==> src/nmea_sentence_field_extractor_defines.svh <==
// Assertion macros used by the extractor back end.
`ifndef NMEA_SENTENCE_FIELD_EXTRACTOR_DEFINES_SVH
`define NMEA_SENTENCE_FIELD_EXTRACTOR_DEFINES_SVH

`ifndef SYNTHESIS

`define NSFE_ASSERT_IMPLY(label, clk, rst, ante, cons) \
  label: assert property (@(posedge clk) disable iff (rst) (ante) |-> (cons)) \
    else $error("nsfe: same-cycle check failed");

`define NSFE_ASSERT_NEXT(label, clk, rst, ante, cons) \
  label: assert property (@(posedge clk) disable iff (rst) (ante) |=> (cons)) \
    else $error("nsfe: next-cycle check failed");

`else

`define NSFE_ASSERT_IMPLY(label, clk, rst, ante, cons)

`define NSFE_ASSERT_NEXT(label, clk, rst, ante, cons)

`endif

`endif

==> src/nsfe_pkg.sv <==
`default_nettype none

package nsfe_pkg;

  localparam int VALUE_WIDTH_DEFAULT = 32;
  localparam int MANT_WIDTH = 32;
  localparam int CFG_DATA_WIDTH = 5;
  localparam int CFG_INDEX_WIDTH = 1;
  localparam int QUEUE_DEPTH = 2;
  localparam int SENTENCE_COUNT = 6;
  localparam int FIELD_SLOTS = 17;

  localparam logic [CFG_INDEX_WIDTH-1:0] CFG_SENTENCE_SELECT = 1'b0;
  localparam logic [CFG_INDEX_WIDTH-1:0] CFG_FIELD_NUMBER = 1'b1;

  localparam logic [7:0] CHAR_ZERO = 8'h30;
  localparam logic [7:0] CHAR_NINE = 8'h39;
  localparam logic [7:0] CHAR_COMMA = 8'h2C;
  localparam logic [7:0] CHAR_DOLLAR = 8'h24;
  localparam logic [7:0] CHAR_STAR = 8'h2A;
  localparam logic [7:0] CHAR_CR = 8'h0D;
  localparam logic [7:0] CHAR_LF = 8'h0A;
  localparam logic [7:0] CHAR_DOT = 8'h2E;

  localparam logic [2:0] HDR_SUM_START = 3'd3;
  localparam logic [2:0] HDR_LAST = 3'd5;
  localparam logic [3:0] FRAC_MAX = 4'd9;

  typedef enum logic [2:0] {
    PH_SEARCH,
    PH_HEADER,
    PH_COUNT,
    PH_FIELD,
    PH_DONE
  } phase_t;

  typedef enum logic [1:0] {
    ST_OK          = 2'd0,
    ST_NO_SENTENCE = 2'd1,
    ST_NO_FIELD    = 2'd2,
    ST_MALFORMED   = 2'd3
  } status_t;

  typedef enum logic [1:0] {
    KIND_FLOAT = 2'd0,
    KIND_INT   = 2'd1,
    KIND_CHAR  = 2'd2
  } kind_t;

  typedef struct packed {
    logic [7:0] data;
    logic       first;
    logic       last;
    logic       is_digit;
    logic       is_comma;
    logic       is_dollar;
    logic       is_end;
    logic       is_dot;
  } entry_t;

  typedef struct packed {
    logic [2:0] sel;
    logic [4:0] fn;
  } cfg_t;

  localparam kind_t TYPE_TAB [SENTENCE_COUNT][FIELD_SLOTS] = '{
    '{KIND_FLOAT, KIND_CHAR, KIND_FLOAT, KIND_CHAR, KIND_FLOAT, KIND_CHAR,
      KIND_FLOAT, KIND_FLOAT, KIND_INT, KIND_INT, KIND_CHAR, KIND_CHAR,
      KIND_FLOAT, KIND_FLOAT, KIND_FLOAT, KIND_FLOAT, KIND_FLOAT},
    '{KIND_INT, KIND_CHAR, KIND_INT, KIND_CHAR, KIND_INT, KIND_CHAR,
      KIND_INT, KIND_CHAR, KIND_CHAR, KIND_FLOAT, KIND_FLOAT, KIND_FLOAT,
      KIND_FLOAT, KIND_FLOAT, KIND_FLOAT, KIND_FLOAT, KIND_FLOAT},
    '{KIND_FLOAT, KIND_FLOAT, KIND_CHAR, KIND_FLOAT, KIND_CHAR, KIND_INT,
      KIND_INT, KIND_INT, KIND_INT, KIND_CHAR, KIND_INT, KIND_CHAR,
      KIND_INT, KIND_INT, KIND_FLOAT, KIND_FLOAT, KIND_FLOAT},
    '{KIND_CHAR, KIND_INT, KIND_INT, KIND_INT, KIND_INT, KIND_INT,
      KIND_INT, KIND_INT, KIND_INT, KIND_INT, KIND_INT, KIND_INT,
      KIND_INT, KIND_INT, KIND_INT, KIND_INT, KIND_INT},
    '{KIND_INT, KIND_INT, KIND_INT, KIND_INT, KIND_INT, KIND_INT,
      KIND_INT, KIND_FLOAT, KIND_FLOAT, KIND_FLOAT, KIND_FLOAT, KIND_FLOAT,
      KIND_FLOAT, KIND_FLOAT, KIND_FLOAT, KIND_FLOAT, KIND_FLOAT},
    '{KIND_FLOAT, KIND_CHAR, KIND_FLOAT, KIND_CHAR, KIND_FLOAT, KIND_CHAR,
      KIND_CHAR, KIND_FLOAT, KIND_FLOAT, KIND_FLOAT, KIND_FLOAT, KIND_FLOAT,
      KIND_FLOAT, KIND_FLOAT, KIND_FLOAT, KIND_FLOAT, KIND_FLOAT}
  };

  function automatic logic [9:0] name_sum(input logic [2:0] sel);
    logic [9:0] s;
    case (sel)
      3'd0:    s = 10'd226;
      3'd1:    s = 10'd241;
      3'd2:    s = 10'd207;
      3'd3:    s = 10'd219;
      3'd4:    s = 10'd240;
      3'd5:    s = 10'd223;
      default: s = 10'd0;
    endcase
    return s;
  endfunction

  function automatic logic [4:0] type_len(input logic [2:0] sel);
    logic [4:0] n;
    case (sel)
      3'd0:    n = 5'd12;
      3'd1:    n = 5'd9;
      3'd2:    n = 5'd14;
      3'd3:    n = 5'd17;
      3'd4:    n = 5'd7;
      3'd5:    n = 5'd7;
      default: n = 5'd0;
    endcase
    return n;
  endfunction

  // The slot wraps modulo the table width, and field zero maps to slot zero.
  function automatic kind_t field_kind(input logic [2:0] sel, input logic [4:0] fn);
    logic [4:0] idx;
    kind_t      k;
    if (fn == 5'd0) begin
      idx = 5'd0;
    end else if (fn <= 5'(FIELD_SLOTS)) begin
      idx = fn - 5'd1;
    end else begin
      idx = fn - 5'(FIELD_SLOTS + 1);
    end
    if (sel < 3'(SENTENCE_COUNT)) begin
      k = TYPE_TAB[sel][idx];
    end else begin
      k = KIND_FLOAT;
    end
    return k;
  endfunction

endpackage

`default_nettype wire

==> src/nsfe_front.sv <==
`default_nettype none

module nsfe_front
  import nsfe_pkg::*;
(
  input  logic       clk,
  input  logic       rst,
  input  logic       in_valid,
  output logic       in_ready,
  input  logic [7:0] data_byte,
  input  logic       first_byte,
  input  logic       last_byte,
  output logic       q_valid,
  input  logic       q_ready,
  output entry_t     q_entry
);

  localparam int PTR_W = $clog2(QUEUE_DEPTH);
  localparam int CNT_W = $clog2(QUEUE_DEPTH + 1);

  entry_t             slots [QUEUE_DEPTH];
  logic [PTR_W-1:0]   wr_ptr;
  logic [PTR_W-1:0]   rd_ptr;
  logic [CNT_W-1:0]   count;
  entry_t             in_entry;
  logic               push;
  logic               pop;

  always_comb begin
    in_entry.data      = data_byte;
    in_entry.first     = first_byte;
    in_entry.last      = last_byte;
    in_entry.is_digit  = data_byte inside {[CHAR_ZERO:CHAR_NINE]};
    in_entry.is_comma  = data_byte == CHAR_COMMA;
    in_entry.is_dollar = data_byte == CHAR_DOLLAR;
    in_entry.is_end    = data_byte inside {CHAR_STAR, CHAR_CR, CHAR_LF, CHAR_DOLLAR};
    in_entry.is_dot    = data_byte == CHAR_DOT;
  end

  assign in_ready = count != CNT_W'(QUEUE_DEPTH);
  assign q_valid  = count != '0;
  assign q_entry  = slots[rd_ptr];
  assign push     = in_valid && in_ready;
  assign pop      = q_valid && q_ready;

  always_ff @(posedge clk) begin
    if (push) begin
      slots[wr_ptr] <= in_entry;
    end
  end

  always_ff @(posedge clk) begin
    if (rst) begin
      wr_ptr <= '0;
      rd_ptr <= '0;
      count  <= '0;
    end else begin
      if (push) begin
        wr_ptr <= wr_ptr + 1'b1;
      end
      if (pop) begin
        rd_ptr <= rd_ptr + 1'b1;
      end
      if (push && !pop) begin
        count <= count + 1'b1;
      end else if (pop && !push) begin
        count <= count - 1'b1;
      end
    end
  end

endmodule

`default_nettype wire

==> src/nsfe_back.sv <==
`default_nettype none

`include "nmea_sentence_field_extractor_defines.svh"

module nsfe_back
  import nsfe_pkg::*;
#(
  parameter int VALUE_WIDTH = VALUE_WIDTH_DEFAULT
) (
  input  logic                  clk,
  input  logic                  rst,
  input  cfg_t                  cfg,
  input  logic                  q_valid,
  output logic                  q_ready,
  input  entry_t                q_entry,
  output logic                  out_valid,
  input  logic                  out_ready,
  output logic [1:0]            status,
  output logic [1:0]            value_kind,
  output logic [MANT_WIDTH-1:0] mantissa,
  output logic [3:0]            fraction_digits,
  output logic [7:0]            char_value
);

  localparam int ACC_W = (VALUE_WIDTH > MANT_WIDTH) ? MANT_WIDTH : VALUE_WIDTH;

  phase_t             phase, phase_next, cur_phase, post_phase;
  logic [2:0]         header_position, header_position_next, cur_hp, hp_inc;
  logic [9:0]         header_sum, header_sum_next, cur_sum, sum_add;
  logic [7:0]         comma_count, comma_count_next, cur_cc, cc_inc;
  logic [ACC_W-1:0]   digit_accumulator, digit_accumulator_next, cur_acc;
  logic [3:0]         fraction_count, fraction_count_next, cur_frac;
  logic               point_seen, point_seen_next, cur_pt;
  logic [7:0]         captured_char, captured_char_next, cur_cap;
  logic               error_flag, error_flag_next, cur_err;
  logic               field_started, field_started_next, cur_started;

  logic [7:0]         b;
  logic               pop, emit, hdr_done, hdr_match, fn_bad, reach, close;
  logic               sw_emit2, sw_finish;
  kind_t              kind;
  logic [ACC_W+3:0]   prod;
  logic               ovf;

  status_t            res_status;
  kind_t              res_kind;
  logic [ACC_W-1:0]   res_mant;
  logic [3:0]         res_frac;
  logic [7:0]         res_char;

  assign b       = q_entry.data;
  assign q_ready = !out_valid || out_ready;
  assign pop     = q_valid && q_ready;

  // A first byte clears the search state before the byte itself is parsed.
  assign cur_phase   = q_entry.first ? PH_SEARCH : phase;
  assign cur_hp      = q_entry.first ? '0 : header_position;
  assign cur_sum     = q_entry.first ? '0 : header_sum;
  assign cur_cc      = q_entry.first ? '0 : comma_count;
  assign cur_acc     = q_entry.first ? '0 : digit_accumulator;
  assign cur_frac    = q_entry.first ? '0 : fraction_count;
  assign cur_pt      = q_entry.first ? 1'b0 : point_seen;
  assign cur_cap     = q_entry.first ? '0 : captured_char;
  assign cur_err     = q_entry.first ? 1'b0 : error_flag;
  assign cur_started = q_entry.first ? 1'b0 : field_started;

  assign hp_inc    = cur_hp + 3'd1;
  assign sum_add   = (hp_inc >= HDR_SUM_START) ? cur_sum + {2'b00, b} : cur_sum;
  assign hdr_done  = hp_inc >= HDR_LAST;
  assign hdr_match = (cfg.sel < 3'(SENTENCE_COUNT)) && (sum_add == name_sum(cfg.sel));
  assign fn_bad    = (cfg.fn == 5'd0) || (cfg.fn > type_len(cfg.sel));
  assign cc_inc    = cur_cc + 8'd1;
  assign reach     = cc_inc == {3'b000, cfg.fn};
  assign close     = q_entry.is_comma || q_entry.is_end;
  assign kind      = field_kind(cfg.sel, cfg.fn);

  assign prod = {1'b0, cur_acc, 3'b000} + {3'b000, cur_acc, 1'b0}
              + {{ACC_W{1'b0}}, b[3:0]};
  assign ovf  = |prod[ACC_W+3:ACC_W];

  always_comb begin
    case (cur_phase)
      PH_SEARCH: post_phase = q_entry.is_dollar ? PH_HEADER : PH_SEARCH;
      PH_HEADER: begin
        if (q_entry.is_dollar || !hdr_done) begin
          post_phase = PH_HEADER;
        end else if (!hdr_match) begin
          post_phase = PH_SEARCH;
        end else begin
          post_phase = fn_bad ? PH_DONE : PH_COUNT;
        end
      end
      PH_COUNT: begin
        if (q_entry.is_comma) begin
          post_phase = reach ? PH_FIELD : PH_COUNT;
        end else begin
          post_phase = q_entry.is_end ? PH_DONE : PH_COUNT;
        end
      end
      PH_FIELD: post_phase = close ? PH_DONE : PH_FIELD;
      default:  post_phase = PH_DONE;
    endcase
  end

  assign sw_emit2 = (cur_phase == PH_HEADER && !q_entry.is_dollar && hdr_done
                     && hdr_match && fn_bad)
                 || (cur_phase == PH_COUNT && !q_entry.is_comma && q_entry.is_end);
  assign sw_finish = cur_phase == PH_FIELD && close;
  assign emit = (cur_phase != PH_DONE) && (sw_emit2 || sw_finish || q_entry.last);

  always_comb begin
    phase_next = emit ? PH_DONE : post_phase;
  end

  always_comb begin
    header_position_next   = cur_hp;
    header_sum_next        = cur_sum;
    comma_count_next       = cur_cc;
    digit_accumulator_next = cur_acc;
    fraction_count_next    = cur_frac;
    point_seen_next        = cur_pt;
    captured_char_next     = cur_cap;
    error_flag_next        = cur_err;
    field_started_next     = cur_started;
    case (cur_phase)
      PH_SEARCH: begin
        if (q_entry.is_dollar) begin
          header_position_next = '0;
          header_sum_next      = '0;
        end
      end
      PH_HEADER: begin
        if (q_entry.is_dollar) begin
          header_position_next = '0;
          header_sum_next      = '0;
        end else begin
          header_position_next = hp_inc;
          header_sum_next      = sum_add;
          if (hdr_done) begin
            comma_count_next = '0;
          end
        end
      end
      PH_COUNT: begin
        if (q_entry.is_comma) begin
          comma_count_next = cc_inc;
          if (reach) begin
            digit_accumulator_next = '0;
            fraction_count_next    = '0;
            point_seen_next        = 1'b0;
            captured_char_next     = '0;
            error_flag_next        = 1'b0;
            field_started_next     = 1'b0;
          end
        end
      end
      PH_FIELD: begin
        if (!close) begin
          field_started_next = 1'b1;
          if (!cur_started) begin
            captured_char_next = b;
          end
          if (kind != KIND_CHAR) begin
            if (q_entry.is_digit) begin
              if (kind == KIND_FLOAT && cur_pt && cur_frac >= FRAC_MAX) begin
                error_flag_next = 1'b1;
              end else begin
                if (kind == KIND_FLOAT && cur_pt) begin
                  fraction_count_next = cur_frac + 4'd1;
                end
                if (ovf) begin
                  digit_accumulator_next = '1;
                  error_flag_next        = 1'b1;
                end else begin
                  digit_accumulator_next = prod[ACC_W-1:0];
                end
              end
            end else if (q_entry.is_dot && kind == KIND_FLOAT && !cur_pt) begin
              point_seen_next = 1'b1;
            end else begin
              error_flag_next = 1'b1;
            end
          end
        end
      end
      default: begin
      end
    endcase
  end

  always_comb begin
    res_status = ST_NO_SENTENCE;
    res_kind   = KIND_FLOAT;
    res_mant   = '0;
    res_frac   = '0;
    res_char   = '0;
    if (sw_emit2) begin
      res_status = ST_NO_FIELD;
    end else if (sw_finish || post_phase == PH_FIELD) begin
      if (!field_started_next) begin
        res_status = ST_NO_FIELD;
      end else if (kind == KIND_CHAR) begin
        res_status = ST_OK;
        res_kind   = KIND_CHAR;
        res_char   = captured_char_next;
      end else begin
        res_status = error_flag_next ? ST_MALFORMED : ST_OK;
        res_kind   = kind;
        res_mant   = digit_accumulator_next;
        res_frac   = (kind == KIND_FLOAT) ? fraction_count_next : 4'd0;
      end
    end else if (post_phase == PH_COUNT) begin
      res_status = ST_NO_FIELD;
    end
  end

  always_ff @(posedge clk) begin
    if (rst) begin
      phase             <= PH_SEARCH;
      header_position   <= '0;
      header_sum        <= '0;
      comma_count       <= '0;
      digit_accumulator <= '0;
      fraction_count    <= '0;
      point_seen        <= 1'b0;
      captured_char     <= '0;
      error_flag        <= 1'b0;
      field_started     <= 1'b0;
    end else if (pop) begin
      phase             <= phase_next;
      header_position   <= header_position_next;
      header_sum        <= header_sum_next;
      comma_count       <= comma_count_next;
      digit_accumulator <= digit_accumulator_next;
      fraction_count    <= fraction_count_next;
      point_seen        <= point_seen_next;
      captured_char     <= captured_char_next;
      error_flag        <= error_flag_next;
      field_started     <= field_started_next;
    end
  end

  always_ff @(posedge clk) begin
    if (rst) begin
      out_valid <= 1'b0;
    end else if (pop && emit) begin
      out_valid <= 1'b1;
    end else if (out_ready) begin
      out_valid <= 1'b0;
    end
  end

  always_ff @(posedge clk) begin
    if (pop && emit) begin
      status          <= res_status;
      value_kind      <= res_kind;
      mantissa        <= MANT_WIDTH'(res_mant);
      fraction_digits <= res_frac;
      char_value      <= res_char;
    end
  end

  `NSFE_ASSERT_NEXT(a_result_loaded, clk, rst, pop && emit, out_valid)
  `NSFE_ASSERT_IMPLY(a_quiet_after_result, clk, rst,
    pop && phase == PH_DONE && !q_entry.first, !emit)
  `NSFE_ASSERT_IMPLY(a_failure_is_bare, clk, rst,
    out_valid && (status == ST_NO_SENTENCE || status == ST_NO_FIELD),
    mantissa == '0 && value_kind == KIND_FLOAT && char_value == '0)
  `NSFE_ASSERT_IMPLY(a_fraction_bounded, clk, rst, 1'b1, fraction_count <= FRAC_MAX)

endmodule

`default_nettype wire

==> src/nmea_sentence_field_extractor.sv <==
// NMEA 0183 sentence field extractor.
// Bytes of a text buffer arrive on the input channel (in_valid/in_ready with
// data_byte, first_byte and last_byte); first_byte opens a new buffer and
// last_byte closes it. At most one result, and with last_byte exactly one,
// leaves on the output channel (out_valid/out_ready) per buffer: status,
// value_kind, mantissa, fraction_digits and char_value of the selected field.
// The two registers, sentence_select and field_number, are written through
// cfg_write, cfg_index and cfg_data. The user writes them only while the
// block is idle; the block itself does not enforce this.
// One byte is taken every cycle while in_ready is high. An accepted byte is
// written into a two-entry queue; the back end parses it when it pops it,
// and that pop also loads the result register with the result it completes.
// The single-step multiply-by-ten accumulator in the back end sets that rate.
// While the receiver stalls, the result register holds, the back end stops,
// and in_ready falls once the queue is full.
// Reset empties the queue and the result register, returns the parser to the
// search for a dollar sign and sets the registers to RMC, field one.
`default_nettype none

module nmea_sentence_field_extractor
  import nsfe_pkg::*;
#(
  parameter int VALUE_WIDTH = VALUE_WIDTH_DEFAULT
) (
  input  logic                       clk,
  input  logic                       rst,
  input  logic                       cfg_write,
  input  logic [CFG_INDEX_WIDTH-1:0] cfg_index,
  input  logic [CFG_DATA_WIDTH-1:0]  cfg_data,
  input  logic                       in_valid,
  output logic                       in_ready,
  input  logic [7:0]                 data_byte,
  input  logic                       first_byte,
  input  logic                       last_byte,
  output logic                       out_valid,
  input  logic                       out_ready,
  output logic [1:0]                 status,
  output logic [1:0]                 value_kind,
  output logic [MANT_WIDTH-1:0]      mantissa,
  output logic [3:0]                 fraction_digits,
  output logic [7:0]                 char_value
);

  cfg_t   cfg;
  logic   q_valid;
  logic   q_ready;
  entry_t q_entry;

  always_ff @(posedge clk) begin
    if (rst) begin
      cfg.sel <= 3'd0;
      cfg.fn  <= 5'd1;
    end else if (cfg_write) begin
      case (cfg_index)
        CFG_SENTENCE_SELECT: cfg.sel <= cfg_data[2:0];
        CFG_FIELD_NUMBER:    cfg.fn  <= cfg_data[4:0];
        default: begin
        end
      endcase
    end
  end

  nsfe_front u_front (
    .clk        (clk),
    .rst        (rst),
    .in_valid   (in_valid),
    .in_ready   (in_ready),
    .data_byte  (data_byte),
    .first_byte (first_byte),
    .last_byte  (last_byte),
    .q_valid    (q_valid),
    .q_ready    (q_ready),
    .q_entry    (q_entry)
  );

  nsfe_back #(
    .VALUE_WIDTH (VALUE_WIDTH)
  ) u_back (
    .clk             (clk),
    .rst             (rst),
    .cfg             (cfg),
    .q_valid         (q_valid),
    .q_ready         (q_ready),
    .q_entry         (q_entry),
    .out_valid       (out_valid),
    .out_ready       (out_ready),
    .status          (status),
    .value_kind      (value_kind),
    .mantissa        (mantissa),
    .fraction_digits (fraction_digits),
    .char_value      (char_value)
  );

endmodule

`default_nettype wire

==> config.mk <==
export PLATFORM = sky130hd
export DESIGN_NAME = nmea_sentence_field_extractor
export DESIGN_NICKNAME = d
export VERILOG_FILES = /design/src/nsfe_pkg.sv /design/src/nsfe_front.sv /design/src/nsfe_back.sv /design/src/nmea_sentence_field_extractor.sv
export VERILOG_INCLUDE_DIRS = /design/src /design/src/src
export SDC_FILE = /design/constraint.sdc
export NUM_CORES = 1
export LEC_CHECK = 0
export ABC_AREA = 1
export CAP_MARGIN = 10
export CORE_MARGIN = 2
export CORE_UTILIZATION = 29
export DETAILED_ROUTE_END_ITERATION = 8
export DONT_BUFFER_PORTS = 1
export HOLD_SLACK_MARGIN = 0.03
export PLACE_DENSITY = 0.51
export SLEW_MARGIN = 10
export SYNTH_ARGS = -nofsm -noshare
export SYNTH_HDL_FRONTEND = slang
export SYNTH_SLANG_ARGS = --single-unit
==> constraint.sdc <==
create_clock -name clk -period 6.08 [get_ports clk]
set_input_delay 0 -clock clk [delete_from_list [all_inputs] [get_ports clk]]
set_output_delay 0 -clock clk [all_outputs]
set_load 0.01 [all_outputs]
==> impl_metrics.py, run 1 <==
metrics = {
    "setup_path": {
        "critical_path_class": "flip-flop to flip-flop",
        "cp.arrival_ns": 5.78,
        "cp.required_ns": 6.27,
        "end_kind": "flip-flop",
        "start_kind": "flip-flop",
        "crit_fanout": 19,
    },
    "drt": {
        "drt-initial-drc-count": 833,
        "drt-pass1-iter-count": 5,
        "ant_nets": 0,
        "wl_met3_mm": 1.78,
        "wl_per_cell_um": 16.0,
        "viasPerCell": 4.97,
        "wl_met2_mm": 16.2,
        "met1Wirelength_mm": 18.5,
        "finalWirelength_mm": 37.1,
        "num_vias": 11500,
        "top_layer": "met4",
        "post-route-drc-count": 0,
    },
    "place": {
        "port_buffers": 0,
        "dp_cells": 2253,
        "dp_hpwl_mm": 26.9,
        "gp_congestion": 0.929,
        "postPlaceCellArea_um2": 12900,
    },
    "global_routing": {
        "grt_pass1_wl_mm": 59.3,
        "grt_start_max_net_pins": 67,
        "grtUsageTotal_pct": 16.9,
        "grt_pass1_vias": 10800,
        "antenna_found_initial": 0,
        "gr-total-overflow": 0,
    },
    "pwr": {
        "p_int_uw": 3000,
        "p_switching_uw": 2880,
        "ir_drop_mv": 0.242,
        "p_clk_share_pct": 18.7,
        "p_leak_uw": 0.00633,
        "seqPwrFrac_pct": 30.2,
        "swShare_pct": 48.9,
        "power_frac_comb_pct": 51.1,
        "p_per_area_nw_per_um2": 425,
    },
    "timing": {
        "finalHoldViolCount": 0,
        "holdWs_ns": 0.0623,
        "post-route-min-period_ns": 5.59,
        "max_slew_margin_pct": 21.3,
        "fmax_mhz": 179,
        "tightest_slew_ns": 1.18,
        "drv_slew": 0,
        "fin_setup_tns_ns": 0,
        "finClkSkew_ns": 0.0159,
        "finalSetupViolCount": 0,
        "rsz0062_at_grt": "false",
        "fin_crit_sh_pct": 91.9,
    },
    "run_status": {
        "status": "complete, no violations",
    },
    "synth": {
        "synth_edf_count": 78,
        "synth-seq-cells": 163,
        "async_flop_share_pct": 0,
        "syn-cell-area_um2": 12400,
        "yosysWarnings": 0,
        "avgSynthCellArea_um2": 7.06,
        "yosysSeqAreaShare_pct": 32.6,
        "synth_ff_type": "dfxtp_1",
        "synth_cells": 1754,
        "ys_types": 55,
        "syn_nets": 1873,
    },
    "final_layout": {
        "antenna_cells": 0,
        "finalNonFillerCells": 2315,
        "area_growth_pct": 11.7,
        "layout-drive-gt1-share_pct": 6.14,
        "design_area_um2": 13800,
        "nets": 1882,
        "n_fill_cell": 4494,
    },
    "clock_network": {
        "cts_sinks": 163,
        "post_cts_buffers": 0,
        "htree_levels": 4,
        "clk_latency_ns": 0.45,
        "ctsRootBufferMaster": "clkbuf_16",
        "clock_path_buffers": 2,
        "clk_pin_slew_ns": 0.08,
        "cts_buffers": 17,
        "cts_tree": "yes",
    },
    "die": {
        "die_h_um": 211,
        "initial_core_util_pct": 29.5,
        "boundaryPins": 71,
        "rows": 75,
        "chipWidth_um": 211,
        "die_area_um2": 44400,
        "core_um2": 42000,
    },
    "flow_run": {
        "maxCapViolCount": 0,
    },
    "hold_path": {
        "hold_path_class": "input port to flip-flop",
    },
}
## worst max-delay path, stage by stage (launching register included)
cell	delay [ns]
dfxtp_1	0.83
mux2i_1	0.38
inv_1	0.16
ha_1	0.31
ha_1	0.25
inv_1	0.14
fa_1	0.41
o21ai_1	0.33
a21oi_1	0.19
o21ai_1	0.37
nand2_1	0.09
nand2_1	0.14
nand3_1	0.11
nand3_1	0.09
nand2_1	0.05
inv_1	0.05
nand2_1	0.05
nor2_2	0.60
nand2_4	0.36
o21ai_1	0.28
a21oi_1	0.09
## state kept, by name (all words and copies together) (netlist names), 4 cells and up, named ones only
name,flops
u_back.captured_char,8
u_back.comma_count,8
cfg,8
u_back.mantissa,32
u_back.header_sum,10
u_back.fraction_digits,4
u_back.char_value,8
u_back.digit_accumulator,32
u_front.slots,30
u_back.fraction_count,4
## power groups by stage
stage	Combinational (uW)	Sequential (uW)	Clock (uW)
2_1_floorplan	2250	1710	0
5_1_grt	3390	1810	1170
4_1_cts	3010	1780	1120
3_3_place_gp	2930	1800	0
6_report	3010	1780	1100
3_5_place_dp	2970	1800	0
## per-stage QoR
step	utilization, %	power [uW]	setup slack (ns)
5_1_grt	32.9	6380	0.0142
4_1_cts	32.9	5910	0.512
2_1_floorplan	-	3960	1.30
3_5_place_dp	30.8	4760	0.553
3_3_place_gp	30.8	4730	0.662
6_report	32.9	5880	0.490
## Yosys cell counts, drive strengths merged, types with 26 or more instances
master / count / share of area (%)
dfxtp: 85 / 14
o21ai: 102 / 4.4
ha: 96 / 9.7
inv: 280 / 8.5
nand4: 38 / 2.0
xor2: 26 / 1.8
clkbuf: 34 / 1.0
nand2: 397 / 13
nand3: 113 / 4.7
nor2: 148 / 4.6
edfxtp: 78 / 19
a21oi: 191 / 7.7
## layer usage
metal / track usage [%] / vias up
li1: - / 5874
met1: 23.7 / 5339
met2: 26.4 / 268
met3: 3.30 / 30
met4: 4.40 / 0
met5: 0 / -
## final cells by class
class                   count  area (um2)  share of cell area (%)
flip-flops and latches    163        4040                    29.2
well taps                 539         674                    4.87
clock inverters            13         133                   0.958
multi-input cells        1255        7040                    50.8
clock buffers              19         453                    3.27
inverters                 281        1060                    7.66
repair buffers             45         443                    3.20
## logic make-up after synthesis
group                      Yosys count  synth area share, %
AOI/OAI and AO/OA                  377                 17.3
DFF                                163                 32.6
and+or+nand+nor                    731                 25.8
muxes                                6                0.485
adders and majority gates           98                 10.0
xor gates and xnor gates            43                 3.04
buffers and inverters              336                 10.7
## placed cells by master, fill, tap and decap left out, types with 3 or more instances in the layout
cell type and count:
a211oi_1 7, inv_6 5, and3_1 3, clkbuf_16 17, dlygate4sd3_1 29, nor3_1 13
nor4_1 3, ha_1 96, dfxtp_1 85, o21ai_1 16, o21bai_1 3, o21ai_2 10
o22ai_1 6, nand2_2 12, inv_8 3, or2_2 9, a21oi_1 190, inv_1 272
nor2_1 143, nand3_2 3, a31oi_1 16, a221oi_1 8, buf_4 14, nand3b_1 3
o21ai_0 76, o21a_1 4, edfxtp_1 78, nand3_1 110, nor2_2 4, o211ai_1 20
a21o_1 4, nand2_1 380, xor2_1 26, o31ai_1 6, nand4_1 37, inv_4 3
mux2i_1 6, nand2_4 5, xnor2_1 17, inv_2 6
## worst paths after layout
check	from	to	slack, ns	cells past startpoint
worst max-delay path	flip-flop	u_back.mantissa[16]$_SDFFCE_PP0P_	0.49	20
worst min-delay path	data_byte[0]	u_front.slots[1][1]$_DFFE_PP_	0.06	3
worst max register to register	flip-flop	u_back.mantissa[16]$_SDFFCE_PP0P_	0.49	20
worst min register to register	u_front.rd_ptr$_SDFFE_PP0P_	flip-flop	0.45	1
## what timing repair did
action	in CTS	in global routing
hold buffers	30	0
resized for setup	0	0
hold endpoints to repair	96	0
Note: power is estimated with default switching activity, not from simulation.
==> run 2, diff against run 1 <==
==> constraint.sdc (replaced) <==
create_clock -name clk -period 6.08 [get_ports clk]
set_input_delay 0.912 -clock clk [delete_from_list [all_inputs] [get_ports clk]]
set_output_delay 0.912 -clock clk [all_outputs]
set_load 0.01 [all_outputs]
==> impl_metrics.py, run 2 (same netlist as run 1, synthesis figures left out) <==
metrics = {
    "drt": {
        "finalWirelength_mm": 36.7,
        "post-route-drc-count": 0,
        "num_vias": 11400,
        "drt-initial-drc-count": 753,
        "viasPerCell": 5.00,
        "drt-pass1-iter-count": 5,
        "ant_nets": 0,
        "wl_per_cell_um": 16.0,
    },
    "setup_path": {
        "r2r_setup_slack_ns": 0.94,
        "crit_fanout": 30,
        "cp.required_ns": 6.27,
        "start_kind": "flip-flop",
        "rr_worst_depth": 24,
        "critical_path_class": "flip-flop to flip-flop",
        "end_kind": "flip-flop",
        "rr_endpoint": "u_back.mantissa[14]$_SDFFCE_PP0P_",
        "cp.arrival_ns": 5.33,
    },
    "clock_network": {
        "clk_pin_slew_ns": 0.08,
        "htree_levels": 4,
        "ctsResizeCount": 0,
        "clk_latency_ns": 0.46,
        "ctsHoldBuffers": 0,
        "clock_path_buffers": 2,
        "cts_buffers": 17,
        "cts_sinks": 163,
        "ctsRootBufferMaster": "clkbuf_16",
        "cts_tree": "yes",
        "post_cts_buffers": 0,
    },
    "die": {
        "boundaryPins": 71,
        "rows": 75,
        "chipWidth_um": 211,
        "initial_core_util_pct": 29.5,
        "die_area_um2": 44400,
        "core_um2": 42000,
        "die_h_um": 211,
    },
    "global_routing": {
        "grtUsageTotal_pct": 16.7,
        "grt_pass1_wl_mm": 58.8,
        "met2_usage_pct": 26.8,
        "antenna_found_initial": 0,
        "grt_pass1_vias": 10800,
        "grtUsageMet1_pct": 23.6,
        "gr-total-overflow": 0,
        "grt_use_met3_pct": 2.54,
        "busiest_layer": "met2",
        "grt_start_max_net_pins": 68,
    },
    "final_layout": {
        "reg_top3": "u_back.digit_accumulator: 32 flops, u_back.mantissa: 32 flops, u_front.slots: 30 flops",
        "area_growth_pct": 9.22,
        "finalNonFillerCells": 2286,
        "n_fill_cell": 4546,
        "final_common_cell": "nand2_1",
        "register_area_um2": 4040,
        "layout-drive-gt1-share_pct": 6.24,
        "antenna_cells": 0,
        "final_cell_mix": "nand2_1, inv_1, a21oi_1",
        "nets": 1853,
        "multiInputGateArea_um2": 7040,
    },
    "timing": {
        "post-route-min-period_ns": 5.14,
        "finClkSkew_ns": 0.0152,
        "fmax_mhz": 195,
        "fin_crit_sh_pct": 84.6,
        "finalSetupViolCount": 0,
        "max_slew_margin_pct": 26.8,
        "finalHoldViolCount": 0,
        "rsz0062_at_grt": "false",
        "drv_slew": 0,
        "fin_setup_tns_ns": 0,
        "tightest_slew_ns": 1.09,
    },
    "hold_path": {
        "hold_path_class": "flip-flop to flip-flop",
        "hold_end": "u_front.rd_ptr$_SDFFE_PP0P_",
        "hp-start": "u_front.rd_ptr$_SDFFE_PP0P_",
        "holdPathStages": 1,
    },
    "run_status": {
        "status": "complete, no violations",
    },
    "place": {
        "port_buffers": 0,
        "dp_cells": 2254,
        "dp_hpwl_mm": 26.8,
        "gp_congestion": 0.909,
    },
    "pwr": {
        "ir_drop_mv": 0.224,
        "p_per_area_nw_per_um2": 431,
        "p_leak_uw": 0.00620,
    },
    "flow_run": {
        "maxCapViolCount": 0,
    },
}
run 2: report_power, final:
group | total [uW] | switching [uW] | internal, uW
combinational | 2970 | 2070 | 905
clock | 1100 | 547 | 551
sequential | 1760 | 241 | 1520
total | 5840 | 2860 | 2980
run 2: worst max-delay path, cell delays in order, from the launching register on:
cell	delay, ns
dfxtp_1	0.52
nand2_1	0.11
nand2_2	0.13
buf_4	0.40
inv_2	0.20
nand2_1	0.12
inv_1	0.06
ha_1	0.29
ha_1	0.36
a21oi_1	0.15
o21ai_0	0.09
a21oi_1	0.32
o21ai_1	0.22
nand2_1	0.10
nand2_1	0.10
nand3_1	0.11
nand2_1	0.05
nand2_1	0.05
nand2_1	0.05
inv_1	0.05
nand2_1	0.05
nor2_2	0.57
nand2_4	0.36
o21ai_1	0.30
a21oi_1	0.10
run 2: worst max-delay path by stage:
stage | startpoint | end | slack (ns) | cells after the start
final | flip-flop | u_back.mantissa[14]$_SDFFCE_PP0P_ | 0.94 | 24
after global routing | flip-flop | u_back.mantissa[1]$_SDFFCE_PP0P_ | 0.47 | 28
after CTS | flip-flop | u_back.mantissa[14]$_SDFFCE_PP0P_ | 0.98 | 20
after detailed placement | flip-flop | u_back.mantissa[16]$_SDFFCE_PP0P_ | 1.04 | 20
after global placement | flip-flop | u_back.mantissa[1]$_SDFFCE_PP0P_ | 1.16 | 24
after floorplan | flip-flop | u_back.mantissa[3]$_SDFFCE_PP0P_ | 1.30 | 31
run 2: final cells by class:
class                           instances  area share [%]
Timing Repair Buffer                   16           0.980
Clock inverter                         15            1.17
Tap cell                              539            4.98
Inverter                              281            7.83
Multi-Input combinational cell       1255            52.0
Sequential cell                       163            29.9
Clock buffer                           17            3.14
run 2: stage by stage:
stage	setup slack (ns)	total power [uW]	util (%)	area (um2)	hold slack [ns]
floorplan	1.30	3960	-	12400	0.426
global placement	1.16	4710	30.8	12900	0.437
detailed placement	1.04	4760	30.8	12900	0.444
CTS	0.978	5880	32.2	13500	0.457
global route	0.473	6360	32.2	13500	0.474
finish	0.939	5840	32.2	13500	0.460
run 2: layer usage:
layer / share of wire, % / vias to the layer above
met4: 1.4 / 0
met3: 4.0 / 33
met5: 0 / -
met1: 51 / 5327
met2: 44 / 247
li1: - / 5817
